**config.mk**
```make
export PLATFORM = sky130hd
export DESIGN_NAME = lru_budget_cache_policy_core
export DESIGN_NICKNAME = d
export VERILOG_FILES = /design/src/rtl/core/lbc_pkg.sv /design/src/rtl/core/lbc_ctrl.sv /design/src/rtl/core/lbc_dpath.sv /design/src/rtl/core/lru_budget_cache_policy_core.sv
export SDC_FILE = /design/constraint.sdc
export NUM_CORES = 1
export LEC_CHECK = 0
export BUFFER_PORTS_ARGS = -buffer_cell sky130_fd_sc_hd__buf_4
export CAP_MARGIN = 10
export CORE_MARGIN = 2
export CORE_UTILIZATION = 25
export CTS_CLUSTER_SIZE = 8
export DETAILED_ROUTE_END_ITERATION = 10
export PLACE_DENSITY = 0.4
export RECOVER_POWER = 50
export SLEW_MARGIN = 20
export SYNTH_ARGS = -nofsm -noshare
export SYNTH_HDL_FRONTEND = slang
export SYNTH_HIERARCHICAL = 1
export SYNTH_SLANG_ARGS = --single-unit
```
**constraint.sdc**
```tcl
create_clock -name clk -period 10.3 [get_ports clk]
set_clock_uncertainty 0.05 [all_clocks]
set_input_delay 2.06 -clock clk [delete_from_list [all_inputs] [get_ports clk]]
set_output_delay 2.06 -clock clk [all_outputs]
set_load 0.02 [all_outputs]
```
**src/rtl/core/lbc_pkg.sv**
```systemverilog
// ----------------------------------------------------------------------------
// lbc_pkg - shared types for the LRU byte-budget cache policy core
// Operation and result codes, sequencer states, and the command and
// status bundles that join the controller to the datapath.
// ----------------------------------------------------------------------------
package lbc_pkg;

	typedef enum logic [1:0] {
		OP_ALLOC = 2'd0,
		OP_TOUCH = 2'd1,
		OP_CLEAR = 2'd2,
		OP_NOP   = 2'd3
	} op_t;

	typedef enum logic [1:0] {
		KIND_EVICT = 2'd0,
		KIND_ALLOC = 2'd1,
		KIND_ERROR = 2'd2,
		KIND_DONE  = 2'd3
	} kind_t;

	typedef enum logic [3:0] {
		ST_IDLE,
		ST_A_CHECK,
		ST_A_READ,
		ST_A_EVICT,
		ST_A_ERROR,
		ST_A_LINK,
		ST_A_ALLOC,
		ST_T_READ,
		ST_T_UNLINK,
		ST_T_APPEND,
		ST_T_FINISH,
		ST_DONE,
		ST_CLEAR
	} state_t;

	typedef enum logic [3:0] {
		CMD_NONE,
		CMD_ACCEPT,
		CMD_EVICT,
		CMD_ERROR,
		CMD_LINK,
		CMD_ALLOC,
		CMD_UNLINK,
		CMD_APPEND,
		CMD_FINISH,
		CMD_DONE,
		CMD_CLEAR
	} dp_op_t;

	typedef struct packed {
		dp_op_t op;
		logic   rd_idx;
	} cmd_t;

	typedef struct packed {
		logic out_free;
		logic need_evict;
		logic protect;
		logic touch_skip;
	} status_t;

	localparam int SIZE_W  = 32;
	localparam int EPOCH_W = 16;
	localparam int IDX_W   = 4;

endpackage

```
**src/rtl/core/lbc_ctrl.sv**
```systemverilog
// ----------------------------------------------------------------------------
// lbc_ctrl - sequencer for the LRU byte-budget cache policy core
// Steps each word through allocate, touch, clear or no-op and issues at most one
// datapath command per cycle. Result-producing commands wait for the
// output register to be free.
// ----------------------------------------------------------------------------
module lbc_ctrl
	import lbc_pkg::*;
(
	input  logic      clk,
	input  logic      arst_n,
	input  logic      in_valid,
	input  op_t       in_op,
	output logic      in_ready,
	input  status_t   status,
	output cmd_t      cmd
);

	state_t state_q;
	state_t state_nxt;

	always_ff @(posedge clk or negedge arst_n) begin
		if (!arst_n) begin
			state_q <= ST_IDLE;
		end else begin
			state_q <= state_nxt;
		end
	end

	always_comb begin
		state_nxt  = state_q;
		in_ready   = 1'b0;
		cmd.op     = CMD_NONE;
		cmd.rd_idx = 1'b0;
		unique case (state_q)
			ST_IDLE: begin
				in_ready = 1'b1;
				if (in_valid) begin
					cmd.op = CMD_ACCEPT;
					unique case (in_op)
						OP_ALLOC: state_nxt = ST_A_CHECK;
						OP_TOUCH: state_nxt = ST_T_READ;
						OP_CLEAR: state_nxt = ST_CLEAR;
						OP_NOP:   state_nxt = ST_DONE;
					endcase
				end
			end
			ST_A_CHECK: begin
				priority if (!status.need_evict) begin
					state_nxt = ST_A_LINK;
				end else if (status.protect) begin
					state_nxt = ST_A_ERROR;
				end else begin
					state_nxt = ST_A_EVICT;
				end
			end
			ST_A_EVICT: begin
				if (status.out_free) begin
					cmd.op    = CMD_EVICT;
					state_nxt = ST_A_READ;
				end
			end
			// re-read the new head before checking again
			ST_A_READ: state_nxt = ST_A_CHECK;
			ST_A_ERROR: begin
				if (status.out_free) begin
					cmd.op    = CMD_ERROR;
					state_nxt = ST_IDLE;
				end
			end
			ST_A_LINK: begin
				cmd.op    = CMD_LINK;
				state_nxt = ST_A_ALLOC;
			end
			ST_A_ALLOC: begin
				if (status.out_free) begin
					cmd.op    = CMD_ALLOC;
					state_nxt = ST_IDLE;
				end
			end
			ST_T_READ: begin
				cmd.rd_idx = 1'b1;
				state_nxt  = ST_T_UNLINK;
			end
			ST_T_UNLINK: begin
				if (status.touch_skip) begin
					state_nxt = ST_DONE;
				end else begin
					cmd.op    = CMD_UNLINK;
					state_nxt = ST_T_APPEND;
				end
			end
			ST_T_APPEND: begin
				cmd.op    = CMD_APPEND;
				state_nxt = ST_T_FINISH;
			end
			ST_T_FINISH: begin
				if (status.out_free) begin
					cmd.op    = CMD_FINISH;
					state_nxt = ST_IDLE;
				end
			end
			ST_DONE: begin
				if (status.out_free) begin
					cmd.op    = CMD_DONE;
					state_nxt = ST_IDLE;
				end
			end
			ST_CLEAR: begin
				if (status.out_free) begin
					cmd.op    = CMD_CLEAR;
					state_nxt = ST_IDLE;
				end
			end
			default: state_nxt = ST_IDLE;
		endcase
	end

endmodule

```
**src/rtl/core/lbc_dpath.sv**
```systemverilog
// ----------------------------------------------------------------------------
// lbc_dpath - datapath for the LRU byte-budget cache policy core
// Holds the entry memories, valid bits, list pointers, byte total,
// free-slot finder and the result output register.
// ----------------------------------------------------------------------------
module lbc_dpath
	import lbc_pkg::*;
#(
	parameter int ENTRIES = 16
)
(
	input  logic               clk,
	input  logic               arst_n,
	input  cmd_t               cmd,
	output status_t            status,
	input  logic [SIZE_W-1:0]  in_size,
	input  logic [IDX_W-1:0]   in_idx,
	input  logic [EPOCH_W-1:0] in_epoch,
	input  logic [31:0]        budget_limit,
	output logic               out_valid,
	input  logic               out_ready,
	output kind_t              out_kind,
	output logic [IDX_W-1:0]   out_entry,
	output logic [SIZE_W-1:0]  out_bytes,
	output logic               out_last
);

	localparam int IW = (ENTRIES > 1) ? $clog2(ENTRIES) : 1;

	// entry stores
	logic [SIZE_W-1:0]  bytes_mem [ENTRIES];
	logic [EPOCH_W-1:0] epoch_mem [ENTRIES];
	logic [IW-1:0]      next_mem  [ENTRIES];
	logic [IW-1:0]      prev_mem  [ENTRIES];

	logic [ENTRIES-1:0] valid_q;
	logic [IW-1:0]      head_q;
	logic [IW-1:0]      tail_q;
	logic               empty_q;
	logic [SIZE_W-1:0]  bytes_q;
	logic [IW-1:0]      free_idx_q;
	logic               any_free_q;

	logic [SIZE_W-1:0]  size_q;
	logic [IDX_W-1:0]   idx_q;
	logic [EPOCH_W-1:0] epoch_q;

	logic [SIZE_W-1:0]  bytes_rd_q;
	logic [EPOCH_W-1:0] epoch_rd_q;
	logic [IW-1:0]      next_rd_q;
	logic [IW-1:0]      prev_rd_q;

	logic [IW+IDX_W-1:0] idx_ext;
	logic [IW-1:0]       idx_iw;
	logic                idx_in_range;
	logic [IW-1:0]       next_addr;
	logic [SIZE_W:0]     sum_w;
	logic [SIZE_W-1:0]   bytes_add;
	logic [SIZE_W-1:0]   bytes_sub;
	logic [SIZE_W-1:0]   bytes_nxt;
	logic [IW:0]         free_scan;

	logic                nx_we;
	logic [IW-1:0]       nx_addr;
	logic [IW-1:0]       nx_data;
	logic                pv_we;
	logic [IW-1:0]       pv_addr;
	logic [IW-1:0]       pv_data;

	logic                emit;
	logic [IW+IDX_W-1:0] ent_ext;
	logic [IW-1:0]       ent_iw;
	kind_t               kind_nxt;

	function automatic logic [IW:0] first_free(input logic [ENTRIES-1:0] v);
		logic [IW:0] r;
		r = '0;
		for (int i = ENTRIES - 1; i >= 0; i--) begin
			if (!v[i]) begin
				r = {1'b1, IW'(i)};
			end
		end
		return r;
	endfunction

	assign idx_ext      = {{IW{1'b0}}, idx_q};
	assign idx_iw       = idx_ext[IW-1:0];
	assign idx_in_range = idx_ext < (IW + IDX_W)'(ENTRIES);
	assign next_addr    = cmd.rd_idx ? idx_iw : head_q;

	assign sum_w     = {1'b0, bytes_q} + {1'b0, size_q};
	assign bytes_add = sum_w[SIZE_W] ? '1 : sum_w[SIZE_W-1:0];
	assign bytes_sub = (bytes_q >= bytes_rd_q) ? bytes_q - bytes_rd_q : '0;
	assign free_scan = first_free(valid_q);

	assign status.out_free   = !out_valid || out_ready;
	assign status.need_evict = ((budget_limit != '0) && (sum_w > {1'b0, budget_limit}))
		|| !any_free_q;
	assign status.protect    = empty_q || (epoch_rd_q >= epoch_q);
	assign status.touch_skip = !idx_in_range || !valid_q[idx_iw] || empty_q
		|| (idx_iw == tail_q);

	// registered reads
	always_ff @(posedge clk) begin
		bytes_rd_q <= bytes_mem[head_q];
		epoch_rd_q <= epoch_mem[head_q];
		next_rd_q  <= next_mem[next_addr];
		prev_rd_q  <= prev_mem[idx_iw];
	end

	// link write ports
	always_comb begin
		nx_we   = 1'b0;
		nx_addr = tail_q;
		nx_data = '0;
		pv_we   = 1'b0;
		pv_addr = next_rd_q;
		pv_data = '0;
		unique case (cmd.op)
			CMD_LINK: begin
				nx_we   = !empty_q;
				nx_data = free_idx_q;
			end
			CMD_ALLOC: begin
				nx_we   = 1'b1;
				nx_addr = free_idx_q;
				pv_we   = 1'b1;
				pv_addr = free_idx_q;
				pv_data = empty_q ? '0 : tail_q;
			end
			CMD_EVICT: pv_we = (head_q != tail_q);
			CMD_UNLINK: begin
				pv_we = 1'b1;
				if (head_q != idx_iw) begin
					nx_we   = 1'b1;
					nx_addr = prev_rd_q;
					nx_data = next_rd_q;
					pv_data = prev_rd_q;
				end
			end
			CMD_APPEND: begin
				nx_we   = 1'b1;
				nx_data = idx_iw;
				pv_we   = 1'b1;
				pv_addr = idx_iw;
				pv_data = tail_q;
			end
			CMD_FINISH: begin
				nx_we   = 1'b1;
				nx_addr = idx_iw;
			end
			default: begin
			end
		endcase
	end

	always_ff @(posedge clk) begin
		if (nx_we) begin
			next_mem[nx_addr] <= nx_data;
		end
		if (pv_we) begin
			prev_mem[pv_addr] <= pv_data;
		end
		if (cmd.op == CMD_ALLOC) begin
			bytes_mem[free_idx_q] <= size_q;
			epoch_mem[free_idx_q] <= epoch_q;
		end
	end

	// hold the item's fields
	always_ff @(posedge clk) begin
		if (cmd.op == CMD_ACCEPT) begin
			size_q  <= in_size;
			idx_q   <= in_idx;
			epoch_q <= in_epoch;
		end
	end

	always_comb begin
		unique case (cmd.op)
			CMD_EVICT: bytes_nxt = bytes_sub;
			CMD_ALLOC: bytes_nxt = bytes_add;
			CMD_CLEAR: bytes_nxt = '0;
			default:   bytes_nxt = bytes_q;
		endcase
	end

	always_ff @(posedge clk or negedge arst_n) begin
		if (!arst_n) begin
			valid_q    <= '0;
			head_q     <= '0;
			tail_q     <= '0;
			empty_q    <= 1'b1;
			bytes_q    <= '0;
			free_idx_q <= '0;
			any_free_q <= 1'b1;
		end else begin
			bytes_q    <= bytes_nxt;
			free_idx_q <= free_scan[IW-1:0];
			any_free_q <= free_scan[IW];
			unique case (cmd.op)
				CMD_EVICT: begin
					valid_q[head_q] <= 1'b0;
					if (head_q == tail_q) begin
						empty_q <= 1'b1;
						head_q  <= '0;
						tail_q  <= '0;
					end else begin
						head_q <= next_rd_q;
					end
				end
				CMD_ALLOC: begin
					valid_q[free_idx_q] <= 1'b1;
					tail_q              <= free_idx_q;
					if (empty_q) begin
						head_q  <= free_idx_q;
						empty_q <= 1'b0;
					end
				end
				CMD_UNLINK: begin
					if (head_q == idx_iw) begin
						head_q <= next_rd_q;
					end
				end
				CMD_FINISH: tail_q <= idx_iw;
				CMD_CLEAR: begin
					valid_q <= '0;
					head_q  <= '0;
					tail_q  <= '0;
					empty_q <= 1'b1;
				end
				default: begin
				end
			endcase
		end
	end

	// result register
	always_comb begin
		emit     = 1'b0;
		kind_nxt = KIND_DONE;
		ent_iw   = '0;
		unique case (cmd.op)
			CMD_EVICT: begin
				emit     = 1'b1;
				kind_nxt = KIND_EVICT;
				ent_iw   = head_q;
			end
			CMD_ALLOC: begin
				emit     = 1'b1;
				kind_nxt = KIND_ALLOC;
				ent_iw   = free_idx_q;
			end
			CMD_ERROR: begin
				emit     = 1'b1;
				kind_nxt = KIND_ERROR;
			end
			CMD_FINISH, CMD_DONE, CMD_CLEAR: emit = 1'b1;
			default: begin
			end
		endcase
	end

	assign ent_ext = {{IDX_W{1'b0}}, ent_iw};

	always_ff @(posedge clk or negedge arst_n) begin
		if (!arst_n) begin
			out_valid <= 1'b0;
		end else if (emit) begin
			out_valid <= 1'b1;
		end else if (out_ready) begin
			out_valid <= 1'b0;
		end
	end

	always_ff @(posedge clk) begin
		if (emit) begin
			out_kind  <= kind_nxt;
			out_entry <= ent_ext[IDX_W-1:0];
			out_bytes <= bytes_nxt;
			out_last  <= (cmd.op != CMD_EVICT);
		end
	end

endmodule

```
**src/rtl/core/lru_budget_cache_policy_core.sv**
```systemverilog
// ----------------------------------------------------------------------------
// lru_budget_cache_policy_core - LRU replacement under a byte budget
// Keeps cached entries in least-recently-used order, evicts from the head
// to make room for an allocate word, moves touched entries to the tail.
//
//   channel  | dir | handshake                      | payload
//   ---------+-----+--------------------------------+-------------------------
//   s_*      | in  | s_tvalid / s_tready            | tuser op, tdata fields
//   m_*      | out | m_tvalid / m_tready            | tuser kind, tdata, tlast
//   apb      | in  | psel, penable, pwrite, pready  | budget_limit at 0x0
//
// Allocate evicts from the head (evict, re-read head, re-check) until the request
// fits and a slot is free, or ends in a budget error if the head epoch is not older
// than the request's; touch skips an out-of-range, invalid or tail entry, or an empty list.
// One list step per cycle unless a result stalls; one registered read port per memory sets it.
// Reset clears valid bits and pointers at once; no clearing pass runs.
// A result waits in the output register while m_tready is low; hold the sequencer until it frees.
// ----------------------------------------------------------------------------
module lru_budget_cache_policy_core
	import lbc_pkg::*;
#(
	parameter int ENTRIES = 16
)
(
	input  logic        clk,
	input  logic        arst_n,
	// slave stream
	input  logic        s_tvalid,
	output logic        s_tready,
	input  logic [55:0] s_tdata,  // request_size[31:0], entry_index[35:32],
	                              // current_epoch[51:36], zero pad[55:52]
	input  logic [1:0]  s_tuser,  // operation[1:0]
	// master stream
	output logic        m_tvalid,
	input  logic        m_tready,
	output logic [39:0] m_tdata,  // result_entry[3:0], bytes_in_use[35:4],
	                              // zero pad[39:36]
	output logic [1:0]  m_tuser,  // result_kind[1:0]
	output logic        m_tlast,  // last_result
	// configuration
	input  logic        psel,
	input  logic        penable,
	input  logic        pwrite,
	input  logic [2:0]  paddr,
	input  logic [31:0] pwdata,
	output logic [31:0] prdata,
	output logic        pready
);

	logic [31:0]        budget_q;
	cmd_t               cmd;
	status_t            status;
	kind_t              out_kind;
	logic [IDX_W-1:0]   out_entry;
	logic [SIZE_W-1:0]  out_bytes;
	logic               cfg_hit;

	// single budget register; address 0x4 and up reads zero, ignores writes
	assign pready  = 1'b1;
	assign cfg_hit = (paddr[2] == 1'b0);
	assign prdata  = cfg_hit ? budget_q : '0;

	always_ff @(posedge clk or negedge arst_n) begin
		if (!arst_n) begin
			budget_q <= '0;
		end else if (psel && penable && pwrite && pready && cfg_hit) begin
			budget_q <= pwdata;
		end
	end

	lbc_ctrl u_ctrl (
		.clk      (clk),
		.arst_n   (arst_n),
		.in_valid (s_tvalid),
		.in_op    (op_t'(s_tuser)),
		.in_ready (s_tready),
		.status   (status),
		.cmd      (cmd)
	);

	lbc_dpath #(
		.ENTRIES (ENTRIES)
	) u_dpath (
		.clk          (clk),
		.arst_n       (arst_n),
		.cmd          (cmd),
		.status       (status),
		.in_size      (s_tdata[31:0]),
		.in_idx       (s_tdata[35:32]),
		.in_epoch     (s_tdata[51:36]),
		.budget_limit (budget_q),
		.out_valid    (m_tvalid),
		.out_ready    (m_tready),
		.out_kind     (out_kind),
		.out_entry    (out_entry),
		.out_bytes    (out_bytes),
		.out_last     (m_tlast)
	);

	// pack the result word
	assign m_tuser = out_kind;
	assign m_tdata = {4'b0000, out_bytes, out_entry};

endmodule

```
==> results of run 1 <==
[final cells by class]
type                            instances  share of cell area (%)
Clock inverter                         15                   0.409
Multi-Input combinational cell       1383                    24.4
Timing Repair Buffer                  225                    2.37
Sequential cell                      1142                    58.4
Clock buffer                          288                    8.08
Antenna cell                            1                 0.00439
Inverter                              120                   0.795
Tap cell                             2526                    5.55
[through the flow]
| stage | util [%] | area (um2) | hold slack [ps] | cells |
|---|---|---|---|---|
| after CTS | 29.9 | 57500 | 492 | 5699 |
| after floorplan | - | 48100 | 433 | 2768 |
| after global routing | 29.7 | 56900 | 502 | 5699 |
| final | 29.7 | 57000 | 486 | 5700 |
| after global placement | 27.4 | 52600 | 469 | 5396 |
| after detailed placement | 27.4 | 52600 | 482 | 5396 |
[placed cells by master, fill, tap and decap left out, drive strengths merged, types with 6 or more instances in the layout]
master,netlist,final
nand2,123,123
nor2,133,133
o21ai,97,97
ha,116,116
mux2,32,32
dfxtp,56,56
a22oi,24,24
a211oi,15,15
o31ai,11,11
nor2b,43,43
o211ai,12,12
clkbuf,89,412
or3,6,6
mux2i,15,15
nand3,17,17
mux4,281,281
a221oi,7,7
a21o,40,40
o21a,14,14
nor4,14,14
xnor2,38,38
nand4,21,21
o21bai,9,9
dfrtp,97,97
edfxtp,987,987
xor2,25,25
a21oi,121,121
a31oi,10,10
buf,34,101
and3,9,9
a21boi,6,6
nand2b,28,28
or2,7,7
inv,120,127
clkinv,0,8
nor3,33,33
[power groups by stage]
stage	logic, mW	clock network [mW]	registers [mW]
after global placement	5.34	0	6.75
after CTS	5.35	5.24	6.67
final	5.14	5.06	6.63
after detailed placement	5.33	0	6.75
after global routing	5.69	5.42	6.74
after floorplan	3.63	0	6.43
[sequential cells by signal, indices dropped and copies added (netlist names), 16 cells and up]
name / cells
u_dpath/epoch_q: 16
u_dpath/bytes_mem: 512
u_dpath/out_bytes: 32
budget_q: 32
u_dpath/prev_mem: 64
u_dpath/next_mem: 64
u_dpath/epoch_rd_q: 16
u_dpath/bytes_q: 32
u_dpath/bytes_rd_q: 32
u_dpath/valid_q: 16
u_dpath/size_q: 32
u_dpath/epoch_mem: 256
[final timing paths]
path	slack (ps)	from	end
worst max-delay path	2740	u_dpath/idx_iw[0]	u_dpath/out_bytes[26]
worst min-delay path	490	budget_q[21]	budget_q[21]
worst max register to register	2740	u_dpath/idx_iw[0]	u_dpath/out_bytes[26]
worst min register to register	490	budget_q[21]	budget_q[21]
max in group asynchronous	3430	arst_n	u_dpath/head_q[1]
min in group asynchronous	2320	arst_n	budget_q[6]
[kinds of logic (layout without fill, tap and decap cells)]
group                    Yosys count  count (layout)
flip-flops                      1142            1142
AND/OR/NAND/NOR                  451             451
AO/OA/AOI/OAI                    418             418
multiplexers                     328             328
buffers and inverters            243             648
adder cells (fa/ha/maj)          118             118
XOR/XNOR                          63              63
other                              2               6
[worst max-delay path: cells and delay by family (launching register included)]
| kind | cells | cell delay, ps |
|---|---|---|
| compound gates | 6 | 1500 |
| buf+inv | 4 | 3550 |
| flops | 1 | 310 |
| mux | 2 | 1200 |
| simple gates | 4 | 700 |
[layer usage]
metal	GRT usage [%]	vias to the layer above	wire [um]
li1	-	11600	-
met4	3.96	10	2950
met1	18.9	13300	62900
met5	0	-	51
met3	2.80	199	6040
met2	22.0	571	63200
==> impl_metrics.env, run 1 <==
export IMPL_synthFlopType="edfxtp_1"
export IMPL_ir_drop_uv=203
export IMPL_clock_root_buffer="clkbuf_16"
export IMPL_hpwl_um=81000
export IMPL_drc=0
export IMPL_clkPwrFrac_pct=30.0
export IMPL_fin_total_pwr_mw=16.8
export IMPL_ys_seq_area_share_pct=69.1
export IMPL_synthTopCellsByArea="edfxtp_1 (62%), mux4_2 (13%), dfrtp_1 (5.0%)"
export IMPL_die_height_um=443
export IMPL_setup_tns_ps=0
export IMPL_n_fill_cell=19000
export IMPL_power_density_nw_per_um2=295
export IMPL_layout_setup_ws_ps=2740
export IMPL_grt_ovfl_total=0
export IMPL_drive_gt1_share_pct=20.3
export IMPL_ys_ff_latch=1142
export IMPL_synth_most_common_cell="edfxtp_1"
export IMPL_p_switching_mw=5.75
export IMPL_pre_cts_ws_ps=3500
export IMPL_pwr_share_seq_pct=39.4
export IMPL_cts_buffers=162
export IMPL_numPortBuffers=166
export IMPL_insertion_delay_ps=800
export IMPL_cts_max_path_buffers=3
export IMPL_power_share_combinational_pct=30.5
export IMPL_rows=161
export IMPL_antenna_found_initial=16
export IMPL_cp_cell_sequence="clkbuf_1 -> mux4_2 -> mux4_2 -> nand2_1 -> a21oi_1 -> a22oi_1 -> o21ai_0 -> nor3_1 -> clkbuf_1 -> inv_1 -> nor3_1 -> o21ai_0 -> nand2_1 -> clkbuf_1 -> o21ai_0 -> a21oi_1"
export IMPL_power_switching_share_pct=34.2
export IMPL_multi_input_area_um2=13900
export IMPL_holdBufCountCts=0
export IMPL_start_kind="flop"
export IMPL_synth_commonest_cells="edfxtp_1 (987), mux4_2 (281), nor2_1 (132)"
export IMPL_hold_depth=1
export IMPL_synth_top_family_by_area="multiplexers"
export IMPL_drtIter0Drc=1829
export IMPL_drv_slew=399
export IMPL_p_leak_nw=19.3
export IMPL_start_util_pct=25.1
export IMPL_ant_nets=0
export IMPL_maxCapViolCount=11
export IMPL_crit_path_top_delay_cell="clkbuf_1"
export IMPL_syn_inst=2765
export IMPL_io_pins=178
export IMPL_cp_end_kind="flop"
export IMPL_reg2reg_depth=16
export IMPL_synth_xor_xnor_area_share_pct=1.15
export IMPL_grt_pass1_wl_um=197000
export IMPL_tightestPinTransition_ps=3780
export IMPL_htreeDepth=4
export IMPL_yosysUniqueCellTypes=89
export IMPL_ctsResizeCount=0
export IMPL_max_freq_mhz=132
export IMPL_synth_area_um2=48100
export IMPL_post_drt_wl_per_cell_um=23.7
export IMPL_path_clk_slew_ps=60
export IMPL_crit_arrival_ps=8090
export IMPL_die_x_um=443
export IMPL_rsz0062_at_grt="no"
export IMPL_violations="capacitance limit, slew limit"
export IMPL_p_int_mw=11.1
export IMPL_place_gp_congestion=0.768
export IMPL_synth_compound_gate_area_share_pct=5.65
export IMPL_final_period_utilization_pct=73.4
export IMPL_hold_viol=0
export IMPL_grt_max_degree=97
export IMPL_fp_coreArea_um2=192000
export IMPL_regArea_um2=33200
export IMPL_min_period_ps=7560
export IMPL_async_flop_share_pct=8.67
export IMPL_die_area_um2=196000
export IMPL_criticalPathCategory="reg -> reg"
export IMPL_ys_warn_count=6
export IMPL_nets=3252
export IMPL_wirelength_um=135000
export IMPL_dr_pass1_iters=5
export IMPL_hold_path_class="reg -> reg"
export IMPL_finalSetupViolCount=0
export IMPL_area_delta_synth_final_pct=18.3
export IMPL_syn_area_per_cell_um2=17.4
export IMPL_synth_mux_area_share_pct=14.4
export IMPL_relSlewSlack_pct=-152
export IMPL_synth_simple_area_share_pct=4.51
export IMPL_synth_edf_count=987
export IMPL_outcome="finished, violations left"
export IMPL_crit_path_max_incr_delay_ps=1640
export IMPL_synth_largest_area_cell="edfxtp_1"
export IMPL_grt_pass1_vias=27500
export IMPL_dr_total_vias=25700
export IMPL_cp_max_fo=32
export IMPL_grt_usage_pct=13.8
export IMPL_cp_required_ps=10830
export IMPL_postCtsSetupRepairBufs=0
export IMPL_synth_adder_area_share_pct=3.10
export IMPL_cts_sink_count=1142
export IMPL_via_per_inst=4.50
export IMPL_tritoncts="built"
export IMPL_synth_top_area_share_pct=61.6
(Power assumes the default switching activity.)
==> inputs of run 2 (changes only) <==
==> constraint.sdc (replaced) <==
create_clock -name clk -period 7.5 [get_ports clk]
set_clock_uncertainty 0.05 [all_clocks]
set_input_delay 1.5 -clock clk [delete_from_list [all_inputs] [get_ports clk]]
set_output_delay 1.5 -clock clk [all_outputs]
set_load 0.02 [all_outputs]
==> impl_metrics.env, run 2 (same netlist as run 1, synthesis figures left out) <==
export IMPL_outcome="finished, violations left"
export IMPL_violations="capacitance limit, slew limit"
export IMPL_via_per_inst=4.56
export IMPL_largest_reg_flops=512
export IMPL_power_share_combinational_pct=30.4
export IMPL_pre_cts_ws_ps=1660
export IMPL_grt_pass1_vias=27400
export IMPL_startpoint="u_dpath/idx_iw[0]"
export IMPL_die_height_um=443
export IMPL_top_regs="u_dpath/bytes_mem (512), u_dpath/epoch_mem (256)"
export IMPL_drc=0
export IMPL_power_density_nw_per_um2=405
export IMPL_finalSetupViolCount=0
export IMPL_cp_max_fo=28
export IMPL_ir_drop_uv=251
export IMPL_cp_required_ps=7890
export IMPL_mostFrequentLayoutCells="edfxtp_1 (987), mux4_2 (281), clkbuf_1 (221), clkbuf_16 (164)"
export IMPL_wirelength_um=136000
export IMPL_r2r_end="u_dpath/out_bytes[23]"
export IMPL_relSlewSlack_pct=-124
export IMPL_tightestPinTransition_ps=3360
export IMPL_dr_pass1_iters=7
export IMPL_max_freq_mhz=160
export IMPL_min_period_ps=6240
export IMPL_place_gp_congestion=0.793
export IMPL_crit_path_max_incr_delay_ps=1330
export IMPL_antenna_found_initial=8
export IMPL_rows=161
export IMPL_drtIter0Drc=1931
export IMPL_insertion_delay_ps=790
export IMPL_top_register="u_dpath/bytes_mem"
export IMPL_rr_startpoint="u_dpath/idx_iw[0]"
export IMPL_grt_pass1_wl_um=198000
export IMPL_crit_arrival_ps=6630
export IMPL_power_switching_share_pct=34.2
export IMPL_final_period_utilization_pct=83.2
export IMPL_fin_total_pwr_mw=23.1
export IMPL_holdBufCountCts=0
export IMPL_n_fill_cell=19100
export IMPL_multi_input_area_um2=13900
export IMPL_ant_nets=0
export IMPL_numPortBuffers=166
export IMPL_cp_cell_sequence="buf_4 -> mux4_2 -> mux4_2 -> nand2_1 -> a21oi_1 -> a22oi_1 -> o21ai_0 -> clkbuf_1 -> nor2b_1 -> nand3_1 -> clkbuf_1 -> o21ai_0 -> buf_4"
export IMPL_reg2reg_depth=13
export IMPL_grt_max_degree=73
export IMPL_clkPwrFrac_pct=30.2
export IMPL_hold_path_class="reg -> reg"
export IMPL_post_drt_wl_per_cell_um=23.9
export IMPL_p_int_mw=15.2
export IMPL_whs_ps=469
export IMPL_criticalPathCategory="reg -> reg"
export IMPL_hpwl_um=81000
export IMPL_regArea_um2=33300
export IMPL_min_from="budget_q[24]"
export IMPL_nets=3252
export IMPL_reg2reg_slack_ps=1260
export IMPL_crit_path_top_delay_cell="o21ai_0"
export IMPL_p_leak_nw=19.3
export IMPL_grt_ovfl_total=0
export IMPL_tritoncts="built"
export IMPL_rsz0062_at_grt="no"
export IMPL_postCtsSetupRepairBufs=0
export IMPL_dr_total_vias=26000
export IMPL_die_x_um=443
export IMPL_cts_max_path_buffers=3
export IMPL_final_common_cell="edfxtp_1"
export IMPL_area_delta_synth_final_pct=18.5
export IMPL_drive_gt1_share_pct=19.8
export IMPL_io_pins=178
export IMPL_cts_sink_count=1142
export IMPL_start_util_pct=25.1
export IMPL_maxCapViolCount=7
export IMPL_start_kind="flop"
export IMPL_setup_tns_ps=0
export IMPL_p_switching_mw=7.89
export IMPL_utilization_pct=29.7
export IMPL_ctsResizeCount=0
export IMPL_pwr_share_seq_pct=39.4
export IMPL_clock_root_buffer="clkbuf_16"
export IMPL_drv_slew=240
export IMPL_layout_setup_ws_ps=1260
export IMPL_cp_end_kind="flop"
export IMPL_htreeDepth=4
export IMPL_hold_path_end="budget_q[24]"
export IMPL_die_area_um2=196000
export IMPL_hold_depth=1
export IMPL_fp_coreArea_um2=192000
export IMPL_path_clk_slew_ps=50
export IMPL_grt_usage_pct=13.8
export IMPL_cts_buffers=163
export IMPL_hold_viol=0
-- run 2: cell types whose count changed in the layout (fill, tap and decap cells not counted), sizes merged --
cell	change
clkbuf	+8
bufinv	+1
clkinv	+3
buf	-21
inv	-3
-- run 2: through the flow --
stage	cell area, um2	cells
3_3_place_gp	52800	5395
6_report	57000	5688
2_1_floorplan	48100	2768
4_1_cts	57600	5687
5_1_grt	57000	5688
3_5_place_dp	52800	5395
-- run 2: power by group through the flow --
stage	Combinational, mW	Sequential (mW)	Clock [mW]
2_1_floorplan	4.99	8.83	0
3_3_place_gp	7.35	9.24	0
3_5_place_dp	7.32	9.25	0
4_1_cts	7.34	9.13	7.20
5_1_grt	7.78	9.23	7.46
6_report	7.02	9.10	6.96
-- run 2: final cells by class --
class / count / share of cell area [%]
Inverter: 120 / 0.794
Timing Repair Buffer: 224 / 2.49
Tap cell: 2526 / 5.54
Clock inverter: 16 / 0.502
Antenna cell: 1 / 0.00439
Sequential cell: 1142 / 58.3
Clock buffer: 276 / 7.99
Multi-Input combinational cell: 1383 / 24.4
-- run 2: worst max path at each step --
stage,slack (ps),endpoint
finish,1260,u_dpath/out_bytes[23]
global route,940,u_dpath/bytes_mem[5][6]
CTS,1930,u_ctrl/state_q[2]
detailed placement,1660,u_dpath/bytes_mem[13][8]
global placement,1690,u_dpath/bytes_mem[13][16]
floorplan,300,u_dpath/bytes_mem[5][0]
-- run 2: per-layer routing --
| metal | GRT usage, % | up-vias | part of all wire (%) |
|---|---|---|---|
| met4 | 3.85 | 6 | 1.9 |
| met1 | 19.2 | 13700 | 47 |
| met2 | 22.2 | 542 | 47 |
| li1 | - | 11600 | - |
| met3 | 2.44 | 183 | 3.7 |
| met5 | 0 | - | 0.034 |
-- run 2: critical path, delay by kind of cell (launching register included) --
family          cells  cell delay (ps)
flops               1              320
mux                 2             1080
buf+inv             4             2210
simple gates        3              450
compound gates      4             1660
